### config.mk
export PLATFORM = sky130hd
export DESIGN_NAME = calendar_date_arithmetic
export DESIGN_NICKNAME = d
export VERILOG_FILES = /design/src/rtl/core/cda_pkg.sv /design/src/rtl/core/calendar_date_arithmetic.sv
export SDC_FILE = /design/constraint.sdc
export NUM_CORES = 1
export LEC_CHECK = 0
export BUFFER_PORTS_ARGS = -buffer_cell sky130_fd_sc_hd__buf_2
export CORE_MARGIN = 3
export CORE_UTILIZATION = 30
export CTS_CLUSTER_DIAMETER = 40
export DETAILED_ROUTE_END_ITERATION = 7
export SLEW_MARGIN = 20
export SYNTH_ARGS = -nofsm -noshare
export SYNTH_HDL_FRONTEND = slang
export SYNTH_SLANG_ARGS = --single-unit
export TNS_END_PERCENT = 5
### constraint.sdc
create_clock -name clk -period 9.1 [get_ports clk]
set_input_delay 2.275 -clock clk [delete_from_list [all_inputs] [get_ports clk]]
set_output_delay 2.275 -clock clk [all_outputs]
set_load 0.01 [all_outputs]
### src/rtl/core/cda_pkg.sv
// Shared constants, functions and calendar tables for the calendar date arithmetic block.
package cda_pkg;

  // Field widths of the request and result transactions.
  localparam int OP_W    = 2;
  localparam int YEAR_W  = 14;
  localparam int MONTH_W = 4;
  localparam int DAY_W   = 5;
  localparam int COUNT_W = 20;
  localparam int DIFF_W  = 23;
  localparam int ORDER_W = 2;

  // Internal widths: candidate year, absolute day number, day-of-year remainder.
  localparam int YW     = 15;
  localparam int DW     = 26;
  localparam int DBY_W  = 24;
  localparam int REST_W = 9;

  // Shared multiplier operand and product widths.
  localparam int MUL_A_W = 17;
  localparam int MUL_B_W = 15;
  localparam int PROD_W  = 32;

  // Division by 100 as a multiplication by a reciprocal (exact below 43690).
  localparam logic [MUL_B_W-1:0] RECIP_100   = 15'd5243;
  localparam int                 RECIP_SHIFT = 19;
  localparam int                 C100_W      = 8;
  localparam int                 C400_W      = 6;
  localparam logic [MUL_B_W-1:0] DAYS_365    = 15'd365;

  // Year estimate: (n >> 6) * 22967 >> 17 never exceeds n / 365.2425.
  localparam int                 EST_SHIFT        = 6;
  localparam logic [MUL_B_W-1:0] YEAR_RECIP       = 15'd22967;
  localparam int                 YEAR_RECIP_SHIFT = 17;

  localparam int MAX_YEAR_DEFAULT = 9999;
  localparam int MONTHS_PER_YEAR  = 12;
  localparam int DIFF_MAX         = 4194303;

  // Operation codes; bit one set selects the difference operation.
  localparam logic [OP_W-1:0] OP_ADD  = 2'd0;
  localparam logic [OP_W-1:0] OP_SUB  = 2'd1;
  localparam logic [OP_W-1:0] OP_DIFF = 2'd2;
  localparam int              OP_DIFF_BIT = 1;

  // Order codes.
  localparam logic [ORDER_W-1:0] ORDER_EARLIER = 2'd0;
  localparam logic [ORDER_W-1:0] ORDER_EQUAL   = 2'd1;
  localparam logic [ORDER_W-1:0] ORDER_LATER   = 2'd2;

  // Status codes.
  localparam logic STATUS_OK    = 1'b0;
  localparam logic STATUS_RANGE = 1'b1;

  // Days from 1 January of year 0 to 1 January of year y, for elaboration-time constants.
  function automatic int days_before_year_c(int y);
    return 365 * y + (y + 3) / 4 - (y + 99) / 100 + (y + 399) / 400;
  endfunction

  // Month numbers outside 1 to 12 are pulled to the nearest end.
  function automatic logic [MONTH_W-1:0] clamp_month(logic [MONTH_W-1:0] m);
    logic [MONTH_W-1:0] r;
    if (m == 4'd0) begin
      r = 4'd1;
    end else if (m > 4'(MONTHS_PER_YEAR)) begin
      r = 4'(MONTHS_PER_YEAR);
    end else begin
      r = m;
    end
    return r;
  endfunction

  // Days in a common year before the first of month m.
  function automatic logic [REST_W-1:0] days_before_month(logic [MONTH_W-1:0] m);
    logic [REST_W-1:0] r;
    case (m)
      4'd1:    r = 9'd0;
      4'd2:    r = 9'd31;
      4'd3:    r = 9'd59;
      4'd4:    r = 9'd90;
      4'd5:    r = 9'd120;
      4'd6:    r = 9'd151;
      4'd7:    r = 9'd181;
      4'd8:    r = 9'd212;
      4'd9:    r = 9'd243;
      4'd10:   r = 9'd273;
      4'd11:   r = 9'd304;
      4'd12:   r = 9'd334;
      default: r = 9'd0;
    endcase
    return r;
  endfunction

  // Length of month m; February gains a day in a leap year.
  function automatic logic [DAY_W-1:0] month_length(logic [MONTH_W-1:0] m, logic leap);
    logic [DAY_W-1:0] r;
    case (m)
      4'd2:    r = leap ? 5'd29 : 5'd28;
      4'd4:    r = 5'd30;
      4'd6:    r = 5'd30;
      4'd9:    r = 5'd30;
      4'd11:   r = 5'd30;
      default: r = 5'd31;
    endcase
    return r;
  endfunction

endpackage

### src/rtl/core/calendar_date_arithmetic.sv
// Top level: Gregorian date add, subtract and difference on one shared multiplier.
// An in-range add or subtract runs a year search (the day-before-year steps on the shared
// multiplier for each candidate year, two to four candidates) and then a month walk
// (one month per cycle). One transaction is in flight at a time; a new one is taken in
// the cycle after the result moves to the output register. Synchronous reset clears the
// sequencer and out_valid.
module calendar_date_arithmetic #(
  parameter int MAX_YEAR = cda_pkg::MAX_YEAR_DEFAULT
) (
  input  logic                               clk,
  input  logic                               rst,
  input  logic                               in_valid,
  output logic                               in_ready,
  input  logic [cda_pkg::OP_W-1:0]           operation,
  input  logic [cda_pkg::YEAR_W-1:0]         year,
  input  logic [cda_pkg::MONTH_W-1:0]        month,
  input  logic [cda_pkg::DAY_W-1:0]          day,
  input  logic [cda_pkg::COUNT_W-1:0]        day_count,
  input  logic [cda_pkg::YEAR_W-1:0]         other_year,
  input  logic [cda_pkg::MONTH_W-1:0]        other_month,
  input  logic [cda_pkg::DAY_W-1:0]          other_day,
  output logic                               out_valid,
  input  logic                               out_ready,
  output logic [cda_pkg::YEAR_W-1:0]         result_year,
  output logic [cda_pkg::MONTH_W-1:0]        result_month,
  output logic [cda_pkg::DAY_W-1:0]          result_day,
  output logic signed [cda_pkg::DIFF_W-1:0]  day_difference,
  output logic [cda_pkg::ORDER_W-1:0]        order,
  output logic                               status
);

  localparam int DW     = cda_pkg::DW;
  localparam int YW     = cda_pkg::YW;
  localparam int DBY_W  = cda_pkg::DBY_W;
  localparam int REST_W = cda_pkg::REST_W;

  // Day-number window of valid result dates.
  localparam logic signed [DW-1:0] DAY_FIRST = DW'(cda_pkg::days_before_year_c(1));
  localparam logic signed [DW-1:0] DAYS_END  = DW'(cda_pkg::days_before_year_c(MAX_YEAR + 1));
  localparam logic signed [DW-1:0] DIFF_HI   = DW'(cda_pkg::DIFF_MAX);
  localparam logic signed [DW-1:0] DIFF_LO   = -DIFF_HI;
  localparam logic [16:0]          MAX_YEAR_C = 17'(MAX_YEAR);

  typedef enum logic [11:0] {
    S_IDLE  = 12'b0000_0000_0001,
    S_DBY_A = 12'b0000_0000_0010,
    S_DBY_B = 12'b0000_0000_0100,
    S_DBY_C = 12'b0000_0000_1000,
    S_DBY_D = 12'b0000_0001_0000,
    S_POST  = 12'b0000_0010_0000,
    S_MOVE  = 12'b0000_0100_0000,
    S_RANGE = 12'b0000_1000_0000,
    S_EST   = 12'b0001_0000_0000,
    S_MONTH = 12'b0010_0000_0000,
    S_DIFF  = 12'b0100_0000_0000,
    S_DONE  = 12'b1000_0000_0000
  } state_t;

  // What the day-before-year result is used for.
  typedef enum logic [1:0] {
    PH_FIRST  = 2'd0,
    PH_SECOND = 2'd1,
    PH_BASE   = 2'd2,
    PH_STEP   = 2'd3
  } phase_t;

  state_t state;
  phase_t phase;

  // Latched request.
  logic [cda_pkg::OP_W-1:0]    op;
  logic [cda_pkg::MONTH_W-1:0] first_month;
  logic [cda_pkg::DAY_W-1:0]   first_day;
  logic [cda_pkg::COUNT_W-1:0] count;
  logic [cda_pkg::YEAR_W-1:0]  second_year;
  logic [cda_pkg::MONTH_W-1:0] second_month;
  logic [cda_pkg::DAY_W-1:0]   second_day;
  logic                        year_bad;

  // Shared multiplier and day-before-year datapath.
  logic [cda_pkg::MUL_A_W-1:0] mul_a;
  logic [cda_pkg::MUL_B_W-1:0] mul_b;
  logic [cda_pkg::PROD_W-1:0]  prod;
  logic [YW-1:0]               cand_year;
  logic [cda_pkg::C100_W-1:0]  c100;
  logic [cda_pkg::C400_W-1:0]  c400;
  logic [DBY_W-1:0]            dby;
  logic                        leap;

  // Day numbers and year/month search state.
  logic signed [DW-1:0]        first_num;
  logic signed [DW-1:0]        second_num;
  logic signed [DW-1:0]        day_num;
  logic [YW-1:0]               cur_year;
  logic [DBY_W-1:0]            cur_dby;
  logic                        cur_leap;
  logic [REST_W-1:0]           rest;
  logic [cda_pkg::MONTH_W-1:0] mon;

  // Finished result waiting for the output register.
  logic [cda_pkg::YEAR_W-1:0]        res_year;
  logic [cda_pkg::MONTH_W-1:0]       res_month;
  logic [cda_pkg::DAY_W-1:0]         res_day;
  logic signed [cda_pkg::DIFF_W-1:0] res_diff;
  logic [cda_pkg::ORDER_W-1:0]       res_order;
  logic                              res_status;

  // Combinational helpers.
  logic [cda_pkg::MONTH_W-1:0] sel_month;
  logic [cda_pkg::DAY_W-1:0]   sel_day;
  logic                        late_month;
  logic signed [DW-1:0]        date_num_next;
  logic signed [DW-1:0]        dby_ext;
  logic signed [DW-1:0]        cur_dby_ext;
  logic signed [DW-1:0]        count_ext;
  logic signed [DW-1:0]        diff_full;
  logic [YW-1:0]               est_year;
  logic [cda_pkg::DAY_W-1:0]   mon_len;
  logic                        year_ok_first;
  logic                        year_ok_second;

  assign in_ready = (state == S_IDLE);

  // Operand selection for the shared multiplier.
  always_comb begin
    case (state)
      S_DBY_A: begin
        mul_a = cda_pkg::MUL_A_W'(cand_year) + cda_pkg::MUL_A_W'(99);
        mul_b = cda_pkg::RECIP_100;
      end
      S_DBY_B: begin
        mul_a = (cda_pkg::MUL_A_W'(cand_year) + cda_pkg::MUL_A_W'(399)) >> 2;
        mul_b = cda_pkg::RECIP_100;
      end
      S_DBY_C: begin
        mul_a = cda_pkg::MUL_A_W'(cand_year);
        mul_b = cda_pkg::DAYS_365;
      end
      S_RANGE: begin
        mul_a = day_num[cda_pkg::EST_SHIFT +: cda_pkg::MUL_A_W];
        mul_b = cda_pkg::YEAR_RECIP;
      end
      default: begin
        mul_a = '0;
        mul_b = '0;
      end
    endcase
  end

  // Day number of the selected date from its day-before-year value.
  always_comb begin
    sel_month     = cda_pkg::clamp_month((phase == PH_SECOND) ? second_month : first_month);
    sel_day       = (phase == PH_SECOND) ? second_day : first_day;
    late_month    = (sel_month > 4'd2) && leap;
    date_num_next = signed'(DW'(dby)) + signed'(DW'(cda_pkg::days_before_month(sel_month)))
                  + signed'(DW'(late_month)) + signed'(DW'(sel_day)) - DW'(1);
  end

  // Miscellaneous conversions and comparisons.
  always_comb begin
    dby_ext        = signed'(DW'(dby));
    cur_dby_ext    = signed'(DW'(cur_dby));
    count_ext      = signed'(DW'(count));
    diff_full      = first_num - second_num;
    est_year       = prod[cda_pkg::YEAR_RECIP_SHIFT +: YW];
    mon_len        = cda_pkg::month_length(mon, cur_leap);
    year_ok_first  = (year != '0) && ({3'b000, year} <= MAX_YEAR_C);
    year_ok_second = (other_year != '0) && ({3'b000, other_year} <= MAX_YEAR_C);
  end

  // Sequencer and datapath registers.
  always_ff @(posedge clk) begin
    prod <= mul_a * mul_b;
    if (rst) begin
      state     <= S_IDLE;
      phase     <= PH_FIRST;
      out_valid <= 1'b0;
    end else begin
      // A taken result empties the output register unless a new one is loaded now.
      if (out_valid && out_ready && (state != S_DONE)) begin
        out_valid <= 1'b0;
      end
      case (state)
        // Wait for a request transaction and latch it.
        S_IDLE: begin
          if (in_valid) begin
            op           <= operation;
            first_month  <= month;
            first_day    <= day;
            count        <= day_count;
            second_year  <= other_year;
            second_month <= other_month;
            second_day   <= other_day;
            year_bad     <= !year_ok_first || !year_ok_second;
            cand_year    <= YW'(year);
            phase        <= PH_FIRST;
            state        <= S_DBY_A;
          end
        end
        // Day-before-year: three products, then the sum and leap test.
        S_DBY_A: begin
          state <= S_DBY_B;
        end
        S_DBY_B: begin
          c100  <= prod[cda_pkg::RECIP_SHIFT +: cda_pkg::C100_W];
          state <= S_DBY_C;
        end
        S_DBY_C: begin
          c400  <= prod[cda_pkg::RECIP_SHIFT +: cda_pkg::C400_W];
          state <= S_DBY_D;
        end
        S_DBY_D: begin
          dby   <= DBY_W'(prod) + DBY_W'((cand_year + YW'(3)) >> 2)
                 - DBY_W'(c100) + DBY_W'(c400);
          leap  <= (cand_year[1:0] == 2'b00)
                && ((YW'(c100) * YW'(100) != cand_year) || (YW'(c400) * YW'(400) == cand_year));
          state <= S_POST;
        end
        // Use the result according to the phase.
        S_POST: begin
          case (phase)
            PH_FIRST: begin
              first_num <= date_num_next;
              if (op[cda_pkg::OP_DIFF_BIT]) begin
                cand_year <= YW'(second_year);
                phase     <= PH_SECOND;
                state     <= S_DBY_A;
              end else begin
                state <= S_MOVE;
              end
            end
            PH_SECOND: begin
              second_num <= date_num_next;
              state      <= S_DIFF;
            end
            default: begin
              if ((phase == PH_BASE) || (dby_ext <= day_num)) begin
                cur_year  <= cand_year;
                cur_dby   <= dby;
                cur_leap  <= leap;
                cand_year <= cand_year + YW'(1);
                phase     <= PH_STEP;
                state     <= S_DBY_A;
              end else begin
                rest  <= REST_W'(day_num - cur_dby_ext);
                mon   <= 4'd1;
                state <= S_MONTH;
              end
            end
          endcase
        end
        // Move the first date by the day count.
        S_MOVE: begin
          day_num <= (op == cda_pkg::OP_SUB) ? first_num - count_ext : first_num + count_ext;
          state   <= S_RANGE;
        end
        // Reject results outside the valid years; otherwise start the year estimate.
        S_RANGE: begin
          if ((day_num < DAY_FIRST) || (day_num >= DAYS_END)) begin
            res_year   <= '0;
            res_month  <= '0;
            res_day    <= '0;
            res_diff   <= '0;
            res_order  <= cda_pkg::ORDER_EARLIER;
            res_status <= cda_pkg::STATUS_RANGE;
            state      <= S_DONE;
          end else begin
            state <= S_EST;
          end
        end
        // The estimate is at most one above the true year; start one below it.
        S_EST: begin
          cand_year <= (est_year == '0) ? '0 : est_year - YW'(1);
          phase     <= PH_BASE;
          state     <= S_DBY_A;
        end
        // Walk the months of the found year, one per cycle.
        S_MONTH: begin
          if ((REST_W'(mon_len) > rest) || (mon == 4'(cda_pkg::MONTHS_PER_YEAR))) begin
            res_year   <= cur_year[cda_pkg::YEAR_W-1:0];
            res_month  <= mon;
            res_day    <= cda_pkg::DAY_W'(rest + REST_W'(1));
            res_diff   <= '0;
            res_order  <= cda_pkg::ORDER_EARLIER;
            res_status <= cda_pkg::STATUS_OK;
            state      <= S_DONE;
          end else begin
            rest <= rest - REST_W'(mon_len);
            mon  <= mon + 4'd1;
          end
        end
        // Signed difference with saturation, and the order of the two dates.
        S_DIFF: begin
          if (diff_full > DIFF_HI) begin
            res_diff <= cda_pkg::DIFF_W'(DIFF_HI);
          end else if (diff_full < DIFF_LO) begin
            res_diff <= cda_pkg::DIFF_W'(DIFF_LO);
          end else begin
            res_diff <= cda_pkg::DIFF_W'(diff_full);
          end
          if (diff_full < 0) begin
            res_order <= cda_pkg::ORDER_EARLIER;
          end else if (diff_full == 0) begin
            res_order <= cda_pkg::ORDER_EQUAL;
          end else begin
            res_order <= cda_pkg::ORDER_LATER;
          end
          res_year   <= '0;
          res_month  <= '0;
          res_day    <= '0;
          res_status <= year_bad ? cda_pkg::STATUS_RANGE : cda_pkg::STATUS_OK;
          state      <= S_DONE;
        end
        // Hand the result to the output register once it is free.
        S_DONE: begin
          if (!out_valid || out_ready) begin
            result_year    <= res_year;
            result_month   <= res_month;
            result_day     <= res_day;
            day_difference <= res_diff;
            order          <= res_order;
            status         <= res_status;
            out_valid      <= 1'b1;
            state          <= S_IDLE;
          end
        end
        default: begin
          state <= S_IDLE;
        end
      endcase
    end
  end

endmodule

* Word-level counts from Yosys, hierarchy flattened *
Memory sizes are Yosys's and may differ from the RTL's.
Cells that the tools add are included.
W data, S select, Z words.

operators by class
  multipliers = 3
  add/subtract/negate cells = 19
  reduce and logical (&&, ||, !) cells = 42
  multiplexer cells = 62
  bitwise logic cells = 2
  magnitude comparators = 11
  equal/unequal tests = 34

operator list
  cell                    number
  $pmux W12 S12           1
  $mux W23                4
  $pmux W15 S3            2
  $pmux W23 S3            1
  $pmux W17 S4            1
  $mux W15                4
  $mux W12                4
  $pmux W14 S3            1
  $logic_not A32 Y1       1
  $mul A17 B15 Y32        1
  $mux W4                 8
  $pmux W15 S2            1
  $le A14 B14 Y1 const B  2
  $mux W14                2
  $reduce_bool A14 Y1     2
  $mux W9                 3
  $add A25 B1 Y26         1
  $add A26 B21 Y26        1
  $add A26 B6 Y26         1
  $ge A26 B23 Y1 const B  1
  $gt A26 B23 Y1 const B  1
  $le A25 B26 Y1          1
  $lt A26 B1 Y1 const B   1
  $lt A26 B10 Y1 const B  1
  other kinds (74)        127

storage, ports and cells
  logic and storage cells = 211
  memory bits (read-only) = 144
  output and inout port bits = 51
  input bits = 72
  memories = 1
  bits in registers = 369

memory list
  memory            words  bits a word  read ports  clocked after memory_dff  wr ports  RTL line       RTL
  (name not given)  16     9            1           0                         0         cda_pkg.sv:76  case (m)

* Depth between registers and ports, before layout *
  depth after elaboration = 10
  gate-level depth with buffers = 33
  mapped depth without buffers = 31

* Worst setup path before layout *
OpenSTA, ideal clock, no wires.

  path kind = register to register
  start = register cand_year[0]
  end = register prod[30] (netlist bit)
  path slack = 1.041 ns
  buffers on the path = 2
  data required time = 8.948 ns
  setup time = 0.152 ns
  cell stages (with the launch flop) = 32
  clock period less this slack = 8.059 ns
  data arrival time = 7.907 ns
  cells stage by stage = edfxtp_1 clkbuf_1 inv_1 ha_1 clkbuf_1 a21oi_1 or3_1 nand4_1 xor2_1 nor2_1 a2111oi_0 nor2_1 fa_1 inv_1 fa_1 fa_1 inv_1 fa_1 fa_1 inv_1 fa_1 inv_1 ha_1 a21o_1 a21o_1 a21o_1 nor2b_1 nor4_1 a21boi_0 a2111o_1 nand2_1 o311ai_0

on the way
  cells in the longest elaborated chain, start to end = 3
  elaborated cells on any way between the ends = 4
  classes of those cells = add/sub (2); mul (1); mux (1)

ends and longest elaborated chain
  what                                                       RTL line                                                          RTL
  from (decl)                                                calendar_date_arithmetic.sv:84                                    logic [YW-1:0] cand_year;
  from (signal assigned)                                     calendar_date_arithmetic.sv:195                                   cand_year <= YW'(year);
  from (signal assigned)                                     calendar_date_arithmetic.sv:225                                   cand_year <= YW'(second_year);
  from (signal assigned)                                     calendar_date_arithmetic.sv:241                                   cand_year <= cand_year + YW'(1);
  $add A15 B9 Y16 / $add A15 B7 Y16 (equally long branches)  calendar_date_arithmetic.sv:132, calendar_date_arithmetic.sv:128
  $pmux W17 S4 (*)                                           calendar_date_arithmetic.sv:126                                   case (state)
  $mul A17 B15 Y32 (*)                                       calendar_date_arithmetic.sv:173                                   prod <= mul_a * mul_b;
  to (signal assigned)                                       calendar_date_arithmetic.sv:173
  to (decl)                                                  calendar_date_arithmetic.sv:83                                    logic [cda_pkg::PROD_W-1:0] prod;

Mark *: on every way between the ends. The rest lies on a longest branch, timed or not.
A chain may end at the register's enable or synchronous reset.

* Final worst setup path *
Same ends and word-level chain as after synthesis.

==> parameters.txt <==
Parameter                              Value

Critical path
  Most common cell on crit path    sky130_fd_sc_hd__fa_1
  Worst setup EP type    flop
  Top fanout value on the critical path    11
  Logic depth of the worst register-to-register path    31
  Signal arrival time at the worst endpoint    8860 ps
  Worst path max stage delay    550 ps
  FF-to-FF setup slack    690 ps
  Worst Path Class, Setup    reg -> reg
  Slowest CP cell    sky130_fd_sc_hd__fa_1
  Required time reported for the critical path endpoint    9550 ps
  Crit start category    flop

Place
  Gp weighted congestion    0.926
  Setup slack after placement    603 ps
  Sum of net half-perimeters after detailed placement    66400 um
  Number of buffer cells added on primary ports    122
  Post-placement cell area    32900 sq um

Routing
  Number of DRC markers after the initial detailed-route iteration    1553
  Remaining antenna violation count after routing    0
  Final routed DRC violation total    0
  Number of search-and-repair iterations in the first detailed-routing pass    5
  Routed wire length    82000 um
  Overall via count from detail_route    22.2k
  Via count normalized by instance count    4.88
  Avg WL per Cell    18.0 um

GRT
  Antenna violations before repair    0
  Via count of the first global-routing pass    22.3k
  Largest net degree at the start of global routing    56
  Fraction of met1 tracks used by global routing    20.0%
  Global-route congestion overflow total    0
  Global-route track usage on met2    25.6%
  Met3 usage in global routing    2.90%
  Wire length of the first global-routing pass    127000 um
  Layer with the highest usage    met2
  All-layer global routing usage    15.4%

Synth
  Most used flip-flop cell after synthesis    sky130_fd_sc_hd__edfxtp_1
  Seq/Total Area, Yosys    34.7%
  Synthesis Warnings    0
  Number of different library cells in the post-synthesis netlist    81
  Largest cells by area after synthesis    sky130_fd_sc_hd__edfxtp_1 32%, sky130_fd_sc_hd__ha_1 16%, sky130_fd_sc_hd__fa_1 12%
  Post-synth top area cell    sky130_fd_sc_hd__edfxtp_1
  Average size of a mapped cell    10.2 sq um
  Area of the mapped netlist    30600 sq um
  Number of standard cells after synthesis    2990
  Most frequently used cell type in the post-synthesis netlist    sky130_fd_sc_hd__inv_1
  Async set-reset flop share out of synthesis    0%
  Yosys reg bits    369
  Most frequent cells after synthesis    450 x sky130_fd_sc_hd__inv_1, 379 x sky130_fd_sc_hd__ha_1, 322 x sky130_fd_sc_hd__edfxtp_1, 232 x sky130_fd_sc_hd__nor2_1, 188 x sky130_fd_sc_hd__fa_1
  Share of the synthesized area in the top cell type    31.6%
  Number of enable flip-flop cells after synthesis    322

Run
  Count of maximum capacitance violations    0

Clock network
  Number of buffers inserted by post-CTS setup repair    0
  Insertion delay to the later sink of the worst-skew pair    620 ps
  Clock tree from TritonCTS    yes
  Clock sinks    369
  Number of buffers between clock root and the deepest sink    3
  Library cell used as clock root buffer    sky130_fd_sc_hd__clkbuf_16
  Hold Buf Count CTS    0
  Cells resized by post-CTS repair    0
  Clock transition at the registers of the reported paths    60 ps
  Number of clock buffers inserted by TritonCTS    68
  Number of levels the H-tree was split into    3

Floorplanning
  FP Rows    116
  Floorplan die width    325 um
  Starting Density    30.4%
  Height of the chip    325 um
  Number of top-level pins    123
  Core region area    101000 sq um
  Die area    106000 sq um

Power
  Pwr per Cell Area    182 nW/um^2
  Leakage dissipation    15.7 nW
  Worst VDD drop    0.166 mV
  Total power consumption of the routed design    6.42 mW

Timing
  Worst path setup slack after routing    692 ps
  Sum of negative setup slack    0 ps
  Setup violations, final    0
  Final worst-path cycle share    92.4%
  Least-Margin Pin Slew    1090 ps
  Max transition margin    27.1%
  Post-layout minimum cycle time    8410 ps
  Count of endpoints failing hold in the final timing report    0
  Post-Route Skew    35.1 ps
  Final-report max-slew violation count    0
  F_max    119 MHz
  Setup repair after global routing missed its margin    no

Finish
  Share of post-route cells with drive strength above 1    9.93%
  Fill cell total of the finished layout    10.1k
  # nets final    3787
  Area growth from synthesis to layout    15.6%
  Final Instance Area    35300 sq um

Run status
  Run status    complete, no violations

Worst hold path
  Hold crit path type    reg -> reg
  Worst hold path stage count    0
layout by cell type, fill, tap and decap left out, types with 14 or more instances in the layout:
cell and count:
sky130_fd_sc_hd__o211ai_1 22, sky130_fd_sc_hd__inv_1 450, sky130_fd_sc_hd__o31ai_1 14, sky130_fd_sc_hd__xnor2_1 131, sky130_fd_sc_hd__a221oi_1 17, sky130_fd_sc_hd__nand2_1 124
sky130_fd_sc_hd__nor2_1 230, sky130_fd_sc_hd__a21o_1 68, sky130_fd_sc_hd__dfxtp_1 47, sky130_fd_sc_hd__nand4_1 33, sky130_fd_sc_hd__or3_1 30, sky130_fd_sc_hd__nor3_1 42
sky130_fd_sc_hd__a21oi_1 141, sky130_fd_sc_hd__xor2_1 81, sky130_fd_sc_hd__nand2b_1 26, sky130_fd_sc_hd__o21ai_0 116, sky130_fd_sc_hd__and2_1 49, sky130_fd_sc_hd__clkbuf_16 69
sky130_fd_sc_hd__inv_6 14, sky130_fd_sc_hd__ha_1 379, sky130_fd_sc_hd__a211oi_1 43, sky130_fd_sc_hd__o21a_1 31, sky130_fd_sc_hd__nor4_1 29, sky130_fd_sc_hd__edfxtp_1 322
sky130_fd_sc_hd__buf_2 122, sky130_fd_sc_hd__nand3_1 62, sky130_fd_sc_hd__fa_1 188, sky130_fd_sc_hd__mux2i_1 15, sky130_fd_sc_hd__nor2b_1 29, sky130_fd_sc_hd__buf_4 37
state kept, by name (all words and copies together) (netlist names), 9 cells and up:
name	count
state	12
count	20
day_num	26
res_diff	23
result_year	14
first_num	26
dby	24
res_year	14
second_year	14
rest	9
second_num	26
cand_year	15
day_difference	23
prod	32
cur_dby	9
cur_year	14
critical path: cells and delay by family, from the launching register on:
family | cells | cell delay (ps)
AND/OR/NAND/NOR | 7 | 1220
XOR/XNOR | 1 | 160
flip-flops | 1 | 530
AO/OA/AOI/OAI | 8 | 1790
buffers and inverters | 7 | 770
adder cells (fa/ha/maj) | 8 | 3790
path summary, 6_finish.rpt:
path	to	start
worst max-delay path	prod[30]$_DFF_P_	cand_year[0]$_DFFE_PP_
worst min-delay path	day_difference[0]$_DFFE_PP_	res_diff[0]$_SDFFCE_PN0P_
worst max register to register	prod[30]$_DFF_P_	cand_year[0]$_DFFE_PP_
worst min register to register	day_difference[0]$_DFFE_PP_	res_diff[0]$_SDFFCE_PN0P_
metrics by stage:
| step | hold WS, ps | std cells | util (%) |
|---|---|---|---|
| 6_report | 415 | 4559 | 35.1 |
| 5_1_grt | 420 | 4558 | 35.1 |
| 4_1_cts | 418 | 4558 | 35.1 |
| 3_5_place_dp | 405 | 4435 | 32.7 |
| 3_3_place_gp | 400 | 4435 | 32.7 |
| 2_1_floorplan | 400 | 2991 | - |
logic make-up (layout without fill, tap and decap cells):
kind of cell,after synthesis,count (layout),share of synthesized area (%)
other,2,4,0.0246
multiplexers,17,17,0.565
XOR/XNOR,212,212,6.08
AND/OR/NAND/NOR,727,727,11.9
buffers and inverters,522,732,6.43
adder cells (fa/ha/maj),567,567,27.8
flip-flops,369,369,34.7
AO/OA/AOI/OAI,574,574,12.4
layout make-up:
class	instances	area [sq um]	area share (%)
multi-input combinational	2100	18100	51.1
sequential	369	10600	30.0
clock buffer	72	1740	4.92
tap	1357	1700	4.81
inverter	450	1690	4.78
timing repair buffer	159	888	2.52
clock inverter	51	631	1.79
antenna	1	2.50	0.00709
layer usage:
layer  vias up  wire length [um]  part of all wire [%]
li1      10806                 -                     -
met1     10729             35900                    44
met2       564             39000                    48
met3       139              4330                   5.3
met4         0              2720                   3.3
met5         -                 0                     0
power breakdown:
part	internal (mW)	switching (mW)	total [mW]	leakage, nW
clock network	1.61	0.991	2.60	1.16
logic	0.723	1.02	1.75	11.3
registers	2.00	0.0747	2.08	3.31
total	4.34	2.09	6.42	15.7
No activity file was read; power rests on OpenSTA's default activity.
